$ cat config.mk
export PLATFORM = sky130hd
export DESIGN_NAME = smtp_data_transparency_engine_core_flat
export DESIGN_NICKNAME = d
export VERILOG_FILES = /design/src/sdte_pkg.sv /design/src/sdte_if.sv /design/src/sdte_cfg.sv /design/src/sdte_step.sv /design/src/sdte_obuf.sv /design/src/smtp_data_transparency_engine_core.sv /design/src/flat_wrapper.sv
export SDC_FILE = /design/constraint.sdc
export NUM_CORES = 1
export LEC_CHECK = 0
export ABC_AREA = 1
export BUFFER_PORTS_ARGS = -buffer_cell sky130_fd_sc_hd__buf_2
export CAP_MARGIN = 20
export CELL_PAD_IN_SITES_DETAIL_PLACEMENT = 0
export CELL_PAD_IN_SITES_GLOBAL_PLACEMENT = 1
export CORE_ASPECT_RATIO = 0.75
export CORE_MARGIN = 2
export CORE_UTILIZATION = 41
export DETAILED_ROUTE_END_ITERATION = 12
export PLACE_DENSITY_LB_ADDON = 0.1
export SLEW_MARGIN = 10
export SYNTH_ARGS = -nofsm -noshare
export SYNTH_HDL_FRONTEND = slang
export SYNTH_SLANG_ARGS = --single-unit
$ cat constraint.sdc
create_clock -name i_clk -period 5.2 [get_ports i_clk]
set_input_delay 0.26 -clock i_clk [delete_from_list [all_inputs] [get_ports i_clk]]
set_output_delay 0.26 -clock i_clk [all_outputs]
set_load 0.005 [all_outputs]
$ cat src/sdte_pkg.sv
package sdte_pkg;

    localparam logic [7:0] CH_DOT = 8'h2E;
    localparam logic [7:0] CH_CR  = 8'h0D;
    localparam logic [7:0] CH_LF  = 8'h0A;

    localparam logic [1:0] KIND_BODY     = 2'd0;
    localparam logic [1:0] KIND_SURPLUS  = 2'd1;
    localparam logic [1:0] KIND_STD_END  = 2'd2;
    localparam logic [1:0] KIND_BARE_END = 2'd3;

    localparam logic [1:0] HOLD_NONE = 2'd0;
    localparam logic [1:0] HOLD_DOT  = 2'd1;
    localparam logic [1:0] HOLD_CR   = 2'd2;

    localparam logic REG_SEND  = 1'b0;
    localparam logic REG_ALLOW = 1'b1;

    localparam int MAX_RES = 3;

    typedef struct packed {
        logic send;
        logic allow;
    } t_cfg;

    typedef struct packed {
        logic [15:0] prev;
        logic [1:0]  hold;
        logic        bare;
        logic        ended;
    } t_state;

    typedef struct packed {
        logic [7:0] data;
        logic [1:0] kind;
    } t_res;

    typedef struct packed {
        logic [7:0] data_byte;
        logic       chunk_end;
        logic       new_transfer;
    } t_item;

endpackage

$ cat src/sdte_if.sv
interface sdte_in_if;
    logic       valid;
    logic       ready;
    logic [7:0] data_byte;
    logic       chunk_end;
    logic       new_transfer;

    modport source(output valid, data_byte, chunk_end, new_transfer, input ready);
    modport sink(input valid, data_byte, chunk_end, new_transfer, output ready);
endinterface

interface sdte_out_if;
    logic       valid;
    logic       ready;
    logic [7:0] out_byte;
    logic [1:0] kind;
    logic       last;

    modport source(output valid, out_byte, kind, last, input ready);
    modport sink(input valid, out_byte, kind, last, output ready);
endinterface

$ cat src/sdte_cfg.sv
module sdte_cfg (
    input  logic          i_clk,
    input  logic          i_rst_n,
    input  logic          psel,
    input  logic          penable,
    input  logic          pwrite,
    input  logic [2:0]    paddr,
    input  logic [31:0]   pwdata,
    output logic [31:0]   prdata,
    output logic          pready,
    output sdte_pkg::t_cfg o_cfg
);
    import sdte_pkg::*;

    t_cfg r_cfg;
    logic wr;

    assign pready = 1'b1;
    assign wr     = psel & penable & pwrite;
    assign o_cfg  = r_cfg;

    always_ff @(posedge i_clk) begin
        if (!i_rst_n) begin
            r_cfg <= '0;
        end else if (wr) begin
            case (paddr[2])
                REG_SEND:  r_cfg.send  <= pwdata[0];
                REG_ALLOW: r_cfg.allow <= pwdata[0];
                default:   r_cfg       <= r_cfg;
            endcase
        end
    end

    always_comb begin
        prdata = '0;
        case (paddr[2])
            REG_SEND:  prdata[0] = r_cfg.send;
            REG_ALLOW: prdata[0] = r_cfg.allow;
            default:   prdata    = '0;
        endcase
    end
endmodule

$ cat src/sdte_step.sv
module sdte_step (
    input  sdte_pkg::t_item  i_item,
    input  sdte_pkg::t_state i_state,
    input  sdte_pkg::t_cfg   i_cfg,
    output sdte_pkg::t_state o_state,
    output sdte_pkg::t_res   o_res [sdte_pkg::MAX_RES],
    output logic [1:0]       o_cnt
);
    import sdte_pkg::*;

    t_state     cur;
    logic [7:0] b;
    logic [7:0] p1;
    logic [7:0] p2;
    logic       ce;
    logic       plain;

    always_comb begin
        b  = i_item.data_byte;
        ce = i_item.chunk_end;
        if (i_item.new_transfer) begin
            cur = '{prev: {CH_CR, CH_LF}, hold: HOLD_NONE, bare: 1'b0, ended: 1'b0};
        end else begin
            cur = i_state;
        end
        p1 = cur.prev[7:0];
        p2 = cur.prev[15:8];

        o_state      = cur;
        o_state.prev = {p1, b};
        o_cnt        = '0;
        plain        = 1'b0;
        for (int k = 0; k < MAX_RES; k++) begin
            o_res[k] = '0;
        end

        if (cur.ended) begin
            o_res[o_cnt] = '{data: b, kind: KIND_SURPLUS};
            o_cnt = o_cnt + 2'd1;
        end else if (i_cfg.send) begin
            // pass on a CR left over from receive mode, then stuff
            if (cur.hold == HOLD_CR) begin
                o_res[o_cnt] = '{data: CH_CR, kind: KIND_BODY};
                o_cnt = o_cnt + 2'd1;
            end
            o_state.hold = HOLD_NONE;
            if (b == CH_DOT && p1 == CH_LF) begin
                o_res[o_cnt] = '{data: CH_DOT, kind: KIND_BODY};
                o_cnt = o_cnt + 2'd1;
            end
            o_res[o_cnt] = '{data: b, kind: KIND_BODY};
            o_cnt = o_cnt + 2'd1;
        end else if (cur.hold == HOLD_CR) begin
            o_state.hold = HOLD_NONE;
            if (b == CH_LF && !cur.bare) begin
                o_res[o_cnt] = '{data: 8'h00, kind: KIND_STD_END};
                o_cnt = o_cnt + 2'd1;
                o_state.ended = 1'b1;
            end else if (b == CH_LF && i_cfg.allow && ce) begin
                o_res[o_cnt] = '{data: 8'h00, kind: KIND_BARE_END};
                o_cnt = o_cnt + 2'd1;
                o_state.ended = 1'b1;
            end else begin
                // not a marker: release the held CR
                o_res[o_cnt] = '{data: CH_CR, kind: KIND_BODY};
                o_cnt = o_cnt + 2'd1;
                o_res[o_cnt] = '{data: b, kind: KIND_BODY};
                o_cnt = o_cnt + 2'd1;
            end
        end else if (cur.hold == HOLD_DOT) begin
            o_state.hold = HOLD_NONE;
            if (b == CH_CR) begin
                o_state.hold = HOLD_CR;
            end else if (b == CH_LF && i_cfg.allow && ce) begin
                o_res[o_cnt] = '{data: 8'h00, kind: KIND_BARE_END};
                o_cnt = o_cnt + 2'd1;
                o_state.ended = 1'b1;
            end else begin
                plain = 1'b1;
            end
        end else begin
            o_state.hold = HOLD_NONE;
            plain = 1'b1;
        end

        if (plain) begin
            if (b == CH_DOT && p1 == CH_LF) begin
                // drop the line-leading dot, remember how the line began
                o_state.hold = HOLD_DOT;
                o_state.bare = (p2 != CH_CR);
            end else begin
                if (b == CH_LF && i_cfg.allow && p1 != CH_CR) begin
                    o_res[o_cnt] = '{data: CH_CR, kind: KIND_BODY};
                    o_cnt = o_cnt + 2'd1;
                end
                o_res[o_cnt] = '{data: b, kind: KIND_BODY};
                o_cnt = o_cnt + 2'd1;
            end
        end
    end
endmodule

$ cat src/sdte_obuf.sv
module sdte_obuf (
    input  logic           i_clk,
    input  logic           i_rst_n,
    input  logic           i_load,
    input  sdte_pkg::t_res i_res [sdte_pkg::MAX_RES],
    input  logic [1:0]     i_cnt,
    output logic           o_can_load,
    sdte_out_if.source     o_out
);
    import sdte_pkg::*;

    t_res       r_ent [MAX_RES];
    logic [1:0] r_cnt;
    logic [1:0] n_cnt;
    logic       xfer;

    assign xfer           = o_out.valid & o_out.ready;
    assign o_can_load     = (r_cnt == 2'd0) || (r_cnt == 2'd1 && o_out.ready);
    assign o_out.valid    = (r_cnt != 2'd0);
    assign o_out.out_byte = r_ent[0].data;
    assign o_out.kind     = r_ent[0].kind;
    assign o_out.last     = (r_cnt == 2'd1);

    always_comb begin
        if (i_load) begin
            n_cnt = i_cnt;
        end else if (xfer) begin
            n_cnt = r_cnt - 2'd1;
        end else begin
            n_cnt = r_cnt;
        end
    end

    always_ff @(posedge i_clk) begin
        if (!i_rst_n) begin
            r_cnt <= '0;
        end else begin
            r_cnt <= n_cnt;
        end
    end

    always_ff @(posedge i_clk) begin
        if (i_load) begin
            r_ent <= i_res;
        end else if (xfer) begin
            // advance the queue by one
            for (int k = 0; k < MAX_RES - 1; k++) begin
                r_ent[k] <= r_ent[k + 1];
            end
        end
    end
endmodule

$ cat src/smtp_data_transparency_engine_core.sv
// A byte taken in is registered in the input stage, then its results go to the result
// queue that offers them. One byte per cycle is taken while the port is ready and each
// byte yields at most one result; a byte with two or three results holds the input until
// the single result queue, draining one result per cycle while the port is ready, passes
// on its last. Reset (synchronous, active low) clears both registers, the per-transfer
// state (last raw bytes CR LF, nothing held) and empties the input and result stages.
module smtp_data_transparency_engine_core (
    input  logic        i_clk,
    input  logic        i_rst_n,
    sdte_in_if.sink     i_in,
    sdte_out_if.source  o_out,
    input  logic        psel,
    input  logic        penable,
    input  logic        pwrite,
    input  logic [2:0]  paddr,
    input  logic [31:0] pwdata,
    output logic [31:0] prdata,
    output logic        pready
);
    import sdte_pkg::*;

    t_cfg       cfg;
    t_item      r_item;
    logic       r_item_vld;
    t_state     r_state;
    t_state     n_state;
    t_res       res [MAX_RES];
    logic [1:0] res_cnt;
    logic       can_load;
    logic       proc;
    logic       in_xfer;

    sdte_cfg u_cfg (
        .i_clk   (i_clk),
        .i_rst_n (i_rst_n),
        .psel    (psel),
        .penable (penable),
        .pwrite  (pwrite),
        .paddr   (paddr),
        .pwdata  (pwdata),
        .prdata  (prdata),
        .pready  (pready),
        .o_cfg   (cfg)
    );

    assign proc       = r_item_vld & can_load;
    assign i_in.ready = ~r_item_vld | can_load;
    assign in_xfer    = i_in.valid & i_in.ready;

    always_ff @(posedge i_clk) begin
        if (!i_rst_n) begin
            r_item_vld <= 1'b0;
            r_state    <= '{prev: {CH_CR, CH_LF}, hold: HOLD_NONE, bare: 1'b0, ended: 1'b0};
        end else begin
            r_item_vld <= in_xfer | (r_item_vld & ~proc);
            if (proc) begin
                r_state <= n_state;
            end
        end
    end

    always_ff @(posedge i_clk) begin
        if (in_xfer) begin
            r_item <= '{data_byte: i_in.data_byte, chunk_end: i_in.chunk_end,
                        new_transfer: i_in.new_transfer};
        end
    end

    sdte_step u_step (
        .i_item  (r_item),
        .i_state (r_state),
        .i_cfg   (cfg),
        .o_state (n_state),
        .o_res   (res),
        .o_cnt   (res_cnt)
    );

    sdte_obuf u_obuf (
        .i_clk      (i_clk),
        .i_rst_n    (i_rst_n),
        .i_load     (proc),
        .i_res      (res),
        .i_cnt      (res_cnt),
        .o_can_load (can_load),
        .o_out      (o_out)
    );
endmodule

$ cat src/flat_wrapper.sv
// flat-port wrapper written by rule: the top's interface ports become plain ports
module smtp_data_transparency_engine_core_flat import sdte_pkg::*;
  (i_clk, i_rst_n, psel, penable, pwrite, paddr, pwdata, prdata, pready, i_in_valid, i_in_data_byte, i_in_chunk_end, i_in_new_transfer, i_in_ready, o_out_valid, o_out_out_byte, o_out_kind, o_out_last, o_out_ready);
  sdte_in_if i_in_i ();
  sdte_out_if o_out_i ();
  input  logic i_clk;
  input  logic i_rst_n;
  input  logic psel;
  input  logic penable;
  input  logic pwrite;
  input  logic [2:0] paddr;
  input  logic [31:0] pwdata;
  output logic [31:0] prdata;
  output logic pready;
  input wire logic [$bits(i_in_i.valid)-1:0] i_in_valid;
  input wire logic [$bits(i_in_i.data_byte)-1:0] i_in_data_byte;
  input wire logic [$bits(i_in_i.chunk_end)-1:0] i_in_chunk_end;
  input wire logic [$bits(i_in_i.new_transfer)-1:0] i_in_new_transfer;
  output wire logic [$bits(i_in_i.ready)-1:0] i_in_ready;
  output wire logic [$bits(o_out_i.valid)-1:0] o_out_valid;
  output wire logic [$bits(o_out_i.out_byte)-1:0] o_out_out_byte;
  output wire logic [$bits(o_out_i.kind)-1:0] o_out_kind;
  output wire logic [$bits(o_out_i.last)-1:0] o_out_last;
  input wire logic [$bits(o_out_i.ready)-1:0] o_out_ready;
  assign i_in_i.valid = i_in_valid;
  assign i_in_i.data_byte = i_in_data_byte;
  assign i_in_i.chunk_end = i_in_chunk_end;
  assign i_in_i.new_transfer = i_in_new_transfer;
  assign i_in_ready = i_in_i.ready;
  assign o_out_valid = o_out_i.valid;
  assign o_out_out_byte = o_out_i.out_byte;
  assign o_out_kind = o_out_i.kind;
  assign o_out_last = o_out_i.last;
  assign o_out_i.ready = o_out_ready;
  smtp_data_transparency_engine_core u_core (.i_clk(i_clk), .i_rst_n(i_rst_n), .i_in(i_in_i), .o_out(o_out_i), .psel(psel), .penable(penable), .pwrite(pwrite), .paddr(paddr), .pwdata(pwdata), .prdata(prdata), .pready(pready));
endmodule
==> results of run 1 <==
[worst max-delay path, cell delays in order, from the launching register on]
cell and delay (ns):
edfxtp_1 0.46, inv_1 0.24, nand2_1 0.09, nor2_1 0.18, nand4_1 0.16, nor4_2 0.38, ha_1 0.25, inv_1 0.06
nand2_1 0.13, nand2_1 0.07, a21oi_1 0.22, inv_1 0.06, nand2_1 0.09, xor2_1 0.19, inv_1 0.08, ha_1 0.22
nand2_4 0.11, nand2_1 0.09, a21oi_1 0.19, nand2_1 0.09, o21ai_1 0.07, inv_1 0.05
[registers in the layout, summed over array words and instances (netlist names)]
signal and count:
u_core.u_obuf.r_ent 16, u_core.u_obuf.o_out.kind 2, u_core.u_obuf.o_out.out_byte 8, u_core.u_obuf.r_cnt 2, u_core.r_item 10, u_core.u_cfg.o_cfg 2, u_core.r_state 20, u_core.r_item_vld 1
[worst min path at each step]
stage / startpoint / endpoint / slack, ns / depth (start not counted)
floorplan: i_in_new_transfer / u_core.r_item[0]$_DFFE_PP_ / 0.36 / 0
global placement: i_in_data_byte[3] / u_core.r_item[5]$_DFFE_PP_ / 0.44 / 1
detailed placement: i_in_new_transfer / u_core.r_item[0]$_DFFE_PP_ / 0.44 / 1
CTS: i_in_data_byte[2] / u_core.r_item[4]$_DFFE_PP_ / 0.07 / 1
global route: i_in_data_byte[3] / u_core.r_item[5]$_DFFE_PP_ / 0.06 / 1
finish: i_in_data_byte[7] / u_core.r_item[9]$_DFFE_PP_ / 0.09 / 1
[layer usage]
| metal | track usage | wire, µm | part of all wire | vias up |
|---|---|---|---|---|
| met5 | 0 | 0 | 0 | - |
| met4 | 0.0552 | 103 | 0.013 | 0 |
| met3 | 0.0495 | 479 | 0.062 | 12 |
| met2 | 0.248 | 3110 | 0.41 | 90 |
| met1 | 0.270 | 3980 | 0.52 | 1192 |
| li1 | - | - | - | 1337 |
[cells in the final DEF (no fill, tap or decap), types with 2 or more instances in the layout]
| cell type | count |
|---|---|
| nand2_1 | 80 |
| inv_1 | 39 |
| edfxtp_1 | 36 |
| nor2_1 | 33 |
| conb_1 | 32 |
| buf_2 | 32 |
| a21oi_1 | 31 |
| o21ai_0 | 27 |
| dfxtp_1 | 25 |
| nand3_1 | 20 |
| clkbuf_8 | 10 |
| ha_1 | 9 |
| o211ai_1 | 7 |
| nand4_1 | 5 |
| nor3_1 | 5 |
| inv_2 | 4 |
| nand2_2 | 4 |
| nor2_2 | 2 |
| a22o_1 | 2 |
| a31oi_1 | 2 |
| o21ai_1 | 2 |
| o31ai_1 | 2 |
| o21a_1 | 2 |
| clkbuf_1 | 2 |
| buf_4 | 2 |
[cells by family (layout without fill, tap and decap cells)]
group | Yosys count | after routing | synth area share
AND/OR/NAND/NOR | 158 | 158 | 0.209
buffers and inverters | 95 | 95 | 0.152
AO/OA/AOI/OAI | 81 | 81 | 0.137
flip-flops | 61 | 61 | 0.465
adder cells (fa/ha/maj) | 9 | 9 | 0.0331
other | 2 | 32 | 0.00221
XOR/XNOR | 1 | 1 | 0.00257
[cell type report]
cell class / count / area share
inverters: 44 / 0.0446
clock inverters: 3 / 0.0115
well taps: 105 / 0.0355
clock buffers: 13 / 0.0459
repair buffers: 35 / 0.0513
flip-flops and latches: 61 / 0.427
multi-input cells: 281 / 0.384
[stage by stage]
| step | instance area, µm² | std cells | utilization | setup WS (ns) |
|---|---|---|---|---|
| 6_report | 3700 | 542 | 0.464 | 1.49 |
| 5_1_grt | 3700 | 542 | 0.464 | 1.23 |
| 4_1_cts | 3690 | 541 | 0.462 | 1.52 |
| 3_5_place_dp | 3480 | 525 | 0.435 | 1.54 |
| 3_3_place_gp | 3480 | 525 | 0.435 | 1.57 |
| 2_1_floorplan | 3510 | 437 | - | 2.29 |
[power groups by stage]
stage / clock network, mW / registers (mW) / logic, mW
after global placement: 0 / 0.726 / 0.419
after floorplan: 0 / 0.714 / 0.347
final: 0.457 / 0.715 / 0.433
after detailed placement: 0 / 0.727 / 0.421
after global routing: 0.493 / 0.730 / 0.496
after CTS: 0.467 / 0.717 / 0.424
==> reports/qor.yml, run 1 <==
placed_design:
  hpwl_um: 5590
  io_buffers: 32
  gp_congestion: 0.888
yosys:
  yosysMostFrequentCell: "nand2_1"
  synth_seq_cells: 61
  synthTopCellsByArea: "edfxtp_1 32%, dfxtp_1 15%, buf_4 9.3%"
  async_flop_share: 0
  synth_edf_count: 36
  yosysSeqAreaShare: 0.465
  yosys-top-cells-count: "80 x nand2_1, 42 x buf_4, 39 x inv_1"
  synth_top_area_share: 0.318
  syn_area_um2: 3400
  syn_inst: 407
  avgSynthCellArea_um2: 8.36
  synth_flop_cell: "edfxtp_1"
  synth_largest_area_cell: "edfxtp_1"
  synth.distinct_cells: 40
  ys_warn_count: 0
worst_hold_path:
  min_path_type: "in -> reg"
critical_path:
  critPathRequiredTime_ns: 5.31
  crit_path_end_kind: "flop"
  ff2ff_setup_slack_ns: 1.49
  setup.worst_path.start: "u_core.r_item[2]$_DFFE_PP_"
  rr_startpoint: "u_core.r_item[2]$_DFFE_PP_"
  worstReg2RegEnd: "u_core.u_obuf.o_out.out_byte[0]$_DFFE_PP_"
  worstSetupStartpointType: "flop"
  worstPathMaxFanout: 6
  crit_end: "u_core.u_obuf.o_out.out_byte[0]$_DFFE_PP_"
  ff2ff_path_depth: 21
  critPathArrivalTime_ns: 3.82
  critical_path_class: "reg -> reg"
power:
  ir_drop_uv: 188
  switching_share: 0.329
  seqPwrFrac: 0.446
  powerDensity_nw_per_um2: 433
  internal_power_mw: 1.08
  totalPowerFinal_mw: 1.61
  switching_power_uw: 528
  p_comb_frac: 0.269
  clock_power_share: 0.285
  power_leakage_nw: 1.64
timing:
  drv_slew: 0
  final.setup.tns_ns: 0
  clock_skew_ns: 0.0175
  setup_viol_count_final: 0
  holdWs_ns: 0.0853
  grt_setup_unrepaired: "false"
  final.min_clock_period_ns: 3.71
  period_share: 0.713
  finalHoldViolations: 0
  fmaxAchievable_mhz: 270
drt:
  firstDrtPassIters: 5
  drc: 0
  wire_per_inst_um: 14.2
  drtIter0Drc: 130
  vias_per_cell: 4.85
  postRouteWirelength_um: 7670
  num_vias: 2631
  ant_nets: 0
global_route:
  antenna_found_initial: 0
  grt_pass1_vias: 2363
  grt_max_degree: 41
  grtUsageTotal: 0.180
  grt_pass1_wl_um: 12300
  grt-ovfl-total: 0
clock_tree:
  cts_tree: "yes"
  cts_resized: 0
  cts_buffers: 9
  hold_buffers: 0
  clock_sink_count: 61
  root_buffer: "clkbuf_8"
  postCtsSetupRepairBufs: 0
  clock_latency_ns: 0.35
  htree_levels: 3
  clkTransAtPathRegs_ns: 0.07
  cts_max_path_buffers: 2
job:
  maxCapViolCount: 0
final_layout:
  multi_input_area_um2: 1420
  drive_gt1_frac: 0.158
  nNetsFinal: 493
  insertedDiodeCount: 0
  seqCellArea_um2: 1580
  fillers: 824
  area_delta_synth_final_pct: 8.90
floorplanning:
  rows: 28
  core_area_um2: 7990
  die_area_um2: 9050
  io_pins: 98
  initial_core_util: 0.426
  die_h_um: 82.9
  die-width_um: 109
status:
  status: "completed"
Power figures use the tool's default switching activity.
==> run 2: changes to the inputs <==
Settings changed: ABC_AREA 1 to 0, CORE_UTILIZATION 41 to 39.
Clock period 5.2 ns to 3.5 ns, I/O delays scaled along.
==> run 2 against run 1 <==
Synthesized area is 1.1% lower. Clock power is 97% higher. Sequential cell count stayed put. Worst setup slack worse by 1.4 ns. Clock skew is 0.012 ns lower. Final cell count is 3.9% lower. Clock-buffer cell count is 4 lower. Critical path depth is 10 lower. Sequential power is 25% higher. Critical endpoint is now u_core.u_obuf.o_out.out_byte[5]$_DFFE_PP_.
==> reports/qor.yml, run 2 <==
floorplanning:
  die_area_um2: 9390  # +3.8%
  core_area_um2: 8420  # +5.4%
  io_pins: 98  # unchanged
  die_h_um: 84.4  # +1.9%
  rows: 29  # +3.6%
  die-width_um: 111  # +1.9%
  initial_core_util: 0.400  # -0.0264
yosys:
  yosysSeqAreaShare: 0.470  # +0.00536
  yosysMostFrequentCell: "nand2_1"
  synth_top_area_share: 0.321  # +0.00366
  synth_edf_count: 36  # unchanged
  syn_inst: 357  # -12%
  async_flop_share: 0  # unchanged
  synth.distinct_cells: 53  # +33%
  syn_area_um2: 3360  # -1.1%
  synth_largest_area_cell: "edfxtp_1"
  synth_flop_cell: "edfxtp_1"
  synth_seq_cells: 61  # unchanged
  ys_warn_count: 0  # unchanged
  synthTopCellsByArea: "edfxtp_1 32%, dfxtp_1 15%, buf_4 9.4%"
  avgSynthCellArea_um2: 9.42  # +13%
  yosys-top-cells-count: "44 x nand2_1, 42 x buf_4, 36 x edfxtp_1"
clock_tree:
  hold_buffers: 0  # unchanged
  cts_tree: "yes"
  root_buffer: "clkbuf_16"
  cts_buffers: 9  # unchanged
  cts_max_path_buffers: 2  # unchanged
  clkTransAtPathRegs_ns: 0.06  # about the same
  htree_levels: 3  # unchanged
  clock_sink_count: 61  # unchanged
  clock_latency_ns: 0.33  # -0.02 ns
global_route:
  grt_pass1_vias: 2489  # +5.3%
  grt_pass1_wl_um: 12800  # +3.8%
  grt-ovfl-total: 0  # unchanged
  grt_max_degree: 49  # +20%
  grtUsageTotal: 0.174  # -0.00565
  antenna_found_initial: 0  # unchanged
power:
  power_leakage_nw: 1.64  # about the same
  totalPowerFinal_mw: 2.09  # +30%
  ir_drop_uv: 295  # +57%
  powerDensity_nw_per_um2: 517  # +19%
final_layout:
  area_delta_synth_final_pct: 20.4
  fin_util: 0.481  # +0.0173
  fillers: 851  # +3.3%
  insertedDiodeCount: 0  # unchanged
  multi_input_area_um2: 1570  # +10%
  stdcell_area_um2: 4050  # +9.3%
  final_cells: 521  # -3.9%
  final_common_cell: "nand2_1"
  largestRegisters: "u_core.r_state x20, u_core.u_obuf.r_ent x16, u_core.r_item x10"
  drive_gt1_frac: 0.242  # +0.0842
  regMostFlops: "u_core.r_state"
  final_cell_mix: "44 x nand2_1, 36 x edfxtp_1, 33 x buf_4"
  largest_reg_flops: 20  # unchanged
  seqCellArea_um2: 1580  # unchanged
  nNetsFinal: 469  # -4.9%
drt:
  vias_per_cell: 5.05  # +4.0%
  postRouteWirelength_um: 7760  # +1.2%
  firstDrtPassIters: 4  # -1
  drc: 0  # unchanged
  ant_nets: 0  # unchanged
  wire_per_inst_um: 14.9  # +5.2%
  num_vias: 2631  # unchanged
  drtIter0Drc: 228  # +75%
placed_design:
  place_ws_ns: -0.0746  # -1.61 ns
  io_buffers: 32  # unchanged
  gp_congestion: 0.831  # -6.5%
  hpwl_um: 5540  # -1.0%
  place_area_um2: 3640  # +4.7%
  dpl.cell_count: 502  # -4.4%
timing:
  holdWs_ns: 0.0186  # -0.0667 ns
  setup_ws_ns: 0.0558  # -1.44 ns
  period_share: 0.984  # +0.271
  final.setup.tns_ns: 0  # unchanged
  fmaxAchievable_mhz: 290  # +7.6%
  drv_slew: 0  # unchanged
  setup_viol_count_final: 0  # unchanged
  finalHoldViolations: 0  # unchanged
  final.min_clock_period_ns: 3.44  # -0.262 ns
  clock_skew_ns: 0.00525  # -0.0122 ns
  relSlewSlack: 0.368
  grt_setup_unrepaired: "true"
  worst_pin_slew_ns: 0.947
critical_path:
  crit_path_end_kind: "flop"
  critPathRequiredTime_ns: 3.65  # -1.66 ns
  worstSetupStartpointType: "flop"
  critPathArrivalTime_ns: 3.60  # -0.22 ns
  worstPathMaxFanout: 4  # -2
  critical_path_class: "reg -> reg"
status:
  status: "completed"
worst_hold_path:
  min_path_type: "in -> reg"
job:
  maxCapViolCount: 0  # unchanged
-- run 2: cell count changes in the layout (fill, tap and decap cells not counted), sizes merged, moves of 5 or more --
cell | before | now
buf | 35 | 65
nor2 | 36 | 30
nand2 | 85 | 44
and2 | 0 | 11
o21ai | 30 | 15
nor4 | 1 | 6
nor3b | 0 | 5
nand3 | 21 | 7
inv | 43 | 16
-- run 2: cell type report --
type / count / area share
multi-input combinational: 257 / 0.387
clock buffer: 9 / 0.0556
tap: 108 / 0.0334
timing repair buffer: 65 / 0.101
inverter: 14 / 0.0130
sequential: 61 / 0.390
clock inverter: 7 / 0.0201
-- run 2: what timing repair did --
item | in CTS | in global routing
resized for setup | 8 | 10
endpoints found under the setup margin | 10 | 23
pin swaps | 5 | 8
cloned | 0 | 0
buffers inserted | 1 | 2
-- run 2: worst paths after layout --
kind / start / end / slack [ns] / cells past startpoint
max reg2reg: u_core.r_item[8]$_DFFE_PP_ / u_core.u_obuf.o_out.out_byte[5]$_DFFE_PP_ / 0.06 / 11
max: u_core.r_item[8]$_DFFE_PP_ / u_core.u_obuf.o_out.out_byte[5]$_DFFE_PP_ / 0.06 / 11
min: i_in_data_byte[7] / u_core.r_item[9]$_DFFE_PP_ / 0.02 / 1
min reg2reg: u_core.r_state[9]$_SDFFE_PN0P_ / u_core.r_state[9]$_SDFFE_PN0P_ / 0.48 / 2
-- run 2: layer usage --
layer | vias to the layer above | share of wire | GRT usage
met5 | - | 0 | 0
met4 | 0 | 0.0071 | 0.0370
met3 | 7 | 0.051 | 0.0491
met2 | 72 | 0.45 | 0.262
met1 | 1245 | 0.49 | 0.252
li1 | 1307 | - | -
-- run 2: cells by family (layout without fill, tap and decap cells) --
| family | after synthesis | after routing | share of synthesized area |
|---|---|---|---|
| xor+xnor | 4 | 4 | 0.0104 |
| compound gates | 74 | 74 | 0.140 |
| other cells | 2 | 32 | 0.00223 |
| fa+ha+maj | 9 | 9 | 0.0335 |
| mux | 2 | 2 | 0.00632 |
| simple gates | 136 | 136 | 0.214 |
| flops | 61 | 61 | 0.470 |
| buf+inv | 69 | 95 | 0.124 |
-- run 2: worst max-delay path: stages, from the launching register on --
cell and delay, ns:
edfxtp_1 0.38, or4b_4 0.59, nor4_4 0.39, ha_1 0.32
o211ai_1 0.23, nand2_1 0.15, xor2_2 0.18, ha_2 0.21
inv_2 0.07, o41ai_4 0.42, nor2_2 0.10, o31ai_1 0.23
-- run 2: where the power goes --
group / internal, mW / leakage (nW) / switching, mW
Combinational: 0.112 / 0.941 / 0.185
Clock: 0.560 / 0.147 / 0.342
Sequential: 0.862 / 0.549 / 0.0329
Total: 1.53 / 1.64 / 0.560
==> run 3: changes to the inputs <==
--- a/config.mk
+++ b/config.mk
@@ -17,2 +17,3 @@
 export PLACE_DENSITY_LB_ADDON = 0.1
+export RECOVER_POWER = 25
 export SLEW_MARGIN = 10
--- a/constraint.sdc
+++ b/constraint.sdc
@@ -3,2 +3,2 @@
 set_output_delay 0.175 -clock i_clk [all_outputs]
-set_load 0.005 [all_outputs]
+set_load 0.1 [all_outputs]
==> run 3 against run 2 <==
Routed wire length up 1.2%. Critical path depth unchanged. Non-clock buffer count unchanged. Clock power about the same. Via count up 0.84%. First-iteration DRC count down 3.5%. Sequential share of layout area up 0.16 points. Die area unchanged. Core utilization down 0.19 points. Final cell count unchanged. Global-route usage unchanged. Highest routed layer unchanged.
==> reports/qor.yml, run 3 (synthesis results as in run 2) <==
critical_path:
  slowest_delay_ns: 0.59  # about the same
  ff2ff_setup_slack_ns: 0.04  # -0.02 ns
  setup.worst_path.start: "u_core.r_item[8]$_DFFE_PP_"
  ff2ff_path_depth: 11  # unchanged
  worstPathMaxFanout: 4  # unchanged
  crit_family: "simple AND/OR/NAND/NOR gates"
  critPathArrivalTime_ns: 3.61  # about the same
  critical_path_class: "reg -> reg"
  crit_end: "u_core.u_obuf.o_out.out_byte[5]$_DFFE_PP_"
  path_depth: 11  # unchanged
  crit_path_end_kind: "flop"
  critPathRequiredTime_ns: 3.65  # about the same
  slowest_stage: "or4b_4"
  worstSetupStartpointType: "flop"
  crit_buf_inv: 1  # unchanged
  rr_startpoint: "u_core.r_item[8]$_DFFE_PP_"
  path_cells: "or4b_4, nor4_4, ha_1, o211ai_1, nand2_1, xor2_2, ha_2, inv_2, o41ai_4, nor2_2, o31ai_1"
  worstReg2RegEnd: "u_core.u_obuf.o_out.out_byte[5]$_DFFE_PP_"
final_layout:
  largestRegisters: "u_core.r_state x20, u_core.u_obuf.r_ent x16, u_core.r_item x10"
  largest_reg_flops: 20  # unchanged
  fillers: 859  # +0.94%
  drive_gt1_frac: 0.211  # -0.0315
  insertedDiodeCount: 0  # unchanged
  regMostFlops: "u_core.r_state"
  final_cells: 521  # unchanged
  final_cell_mix: "44 x nand2_1, 36 x edfxtp_1, 33 x buf_4"
  area_delta_synth_final_pct: 19.9
  nNetsFinal: 469  # unchanged
  final_common_cell: "nand2_1"
floorplanning:
  rows: 29  # unchanged
  io_pins: 98  # unchanged
  die-width_um: 111  # unchanged
  initial_core_util: 0.400  # unchanged
  die_h_um: 84.4  # unchanged
  core_area_um2: 8420  # unchanged
  die_area_um2: 9390  # unchanged
global_route:
  grt_max_degree: 49  # unchanged
  grt_pass1_vias: 2489  # unchanged
  grt_pass1_wl_um: 12800  # unchanged
  grtUsageTotal: 0.174  # unchanged
  grt-ovfl-total: 0  # unchanged
  antenna_found_initial: 0  # unchanged
drt:
  firstDrtPassIters: 4  # unchanged
  num_vias: 2653  # +0.84%
  postRouteWirelength_um: 7850  # +1.2%
  drtIter0Drc: 220  # -3.5%
  vias_per_cell: 5.09  # +0.84%
  ant_nets: 0  # unchanged
  wire_per_inst_um: 15.1  # +1.2%
  drc: 0  # unchanged
clock_tree:
  cts_tree: "yes"
  clock_sink_count: 61  # unchanged
  htree_levels: 3  # unchanged
  cts_max_path_buffers: 2  # unchanged
  clock_latency_ns: 0.33  # about the same
  root_buffer: "clkbuf_16"
  hold_buffers: 0  # unchanged
  cts_buffers: 9  # unchanged
  clkTransAtPathRegs_ns: 0.06  # about the same
power:
  totalPowerFinal_mw: 2.45  # +17%
  powerDensity_nw_per_um2: 606  # +17%
  ir_drop_uv: 307  # +3.9%
  power_leakage_nw: 1.60  # -2.3%
timing:
  final.min_clock_period_ns: 3.46  # +0.0164 ns
  grt_setup_unrepaired: "true"
  clock_skew_ns: 0.00540  # +0.000153 ns
  setup_viol_count_final: 0  # unchanged
  relSlewSlack: 0.225  # -0.143
  finalHoldViolations: 0  # unchanged
  worst_pin_slew_ns: 1.17  # +0.220 ns
  period_share: 0.989  # +0.00467
  drv_slew: 0  # unchanged
  fmaxAchievable_mhz: 289  # -0.47%
placed_design:
  dpl.cell_count: 502  # unchanged
  gp_congestion: 0.831  # unchanged
  hpwl_um: 5540  # unchanged
  io_buffers: 32  # unchanged
job:
  maxCapViolCount: 0  # unchanged
worst_hold_path:
  min_from: "i_in_data_byte[7]"
  min_path_type: "in -> reg"
status:
  status: "completed"
==> run 3: changes by cell type in the layout (fill, tap and decap cells not counted), sizes merged <==
cell    before  now
buf         65   52
clkbuf       9   22
==> run 3: area by class of cell <==
type	count	area, µm²	area share
Sequential cell	61	1580	0.392
Multi-Input combinational cell	257	1570	0.388
Timing Repair Buffer	65	392	0.0971
Clock buffer	9	225	0.0558
Tap cell	108	135	0.0335
Clock inverter	7	81.3	0.0202
Inverter	14	52.6	0.0130
==> run 3: how the worst min path moves through the flow <==
stage / end / slack, ns / cells after the start
global route: u_core.r_item[6]$_DFFE_PP_ / 0.006 / 1
CTS: u_core.r_item[5]$_DFFE_PP_ / 0.006 / 1
global placement: u_core.r_item[2]$_DFFE_PP_ / 0.35 / 1
finish: u_core.r_item[9]$_DFFE_PP_ / 0.02 / 1
detailed placement: u_core.r_item[5]$_DFFE_PP_ / 0.35 / 1
floorplan: u_core.r_state[5]$_SDFFE_PN1P_ / 0.25 / 1
==> run 3: through the flow <==
stage	TNS, ns	setup WS (ns)	utilization	instance area (µm²)	hold slack [ns]
floorplan	0	0.0261	-	3480	0.247
detailed placement	-0.263	-0.0746	0.432	3640	0.353
finish	0	0.0394	0.479	4030	0.0184
global placement	-0.316	-0.0695	0.432	3640	0.352
CTS	0	0.000183	0.474	3990	0.00626
global route	-0.579	-0.133	0.479	4030	0.00603
==> run 3: repair_timing <==
action,4_1_cts,5_1_grt
setup buffers,1,2
resized for setup,8,10
pin swaps,5,8
setup endpoints to repair,10,23
==> run 3: worst register-to-register path, stage by stage, from the launching register on <==
cell and delay, ns:
edfxtp_1 0.38, or4b_4 0.59, nor4_4 0.40, ha_1 0.33, o211ai_1 0.23, nand2_1 0.15
xor2_2 0.18, ha_2 0.21, inv_2 0.07, o41ai_4 0.42, nor2_2 0.10, o31ai_1 0.23
==> run 3: where the power goes <==
group / internal [mW] / switching [mW] / leakage [nW]
sequential: 0.862 / 0.0338 / 0.549
combinational: 0.105 / 0.542 / 0.903
clock: 0.560 / 0.342 / 0.147
==> run 3: metal layers <==
metal | vias to the layer above | wire [µm] | global-route usage
met5 | - | 0 | 0
met4 | 0 | 57 | 0.0370
met3 | 7 | 416 | 0.0491
met2 | 76 | 3470 | 0.262
met1 | 1264 | 3910 | 0.252
li1 | 1306 | - | -
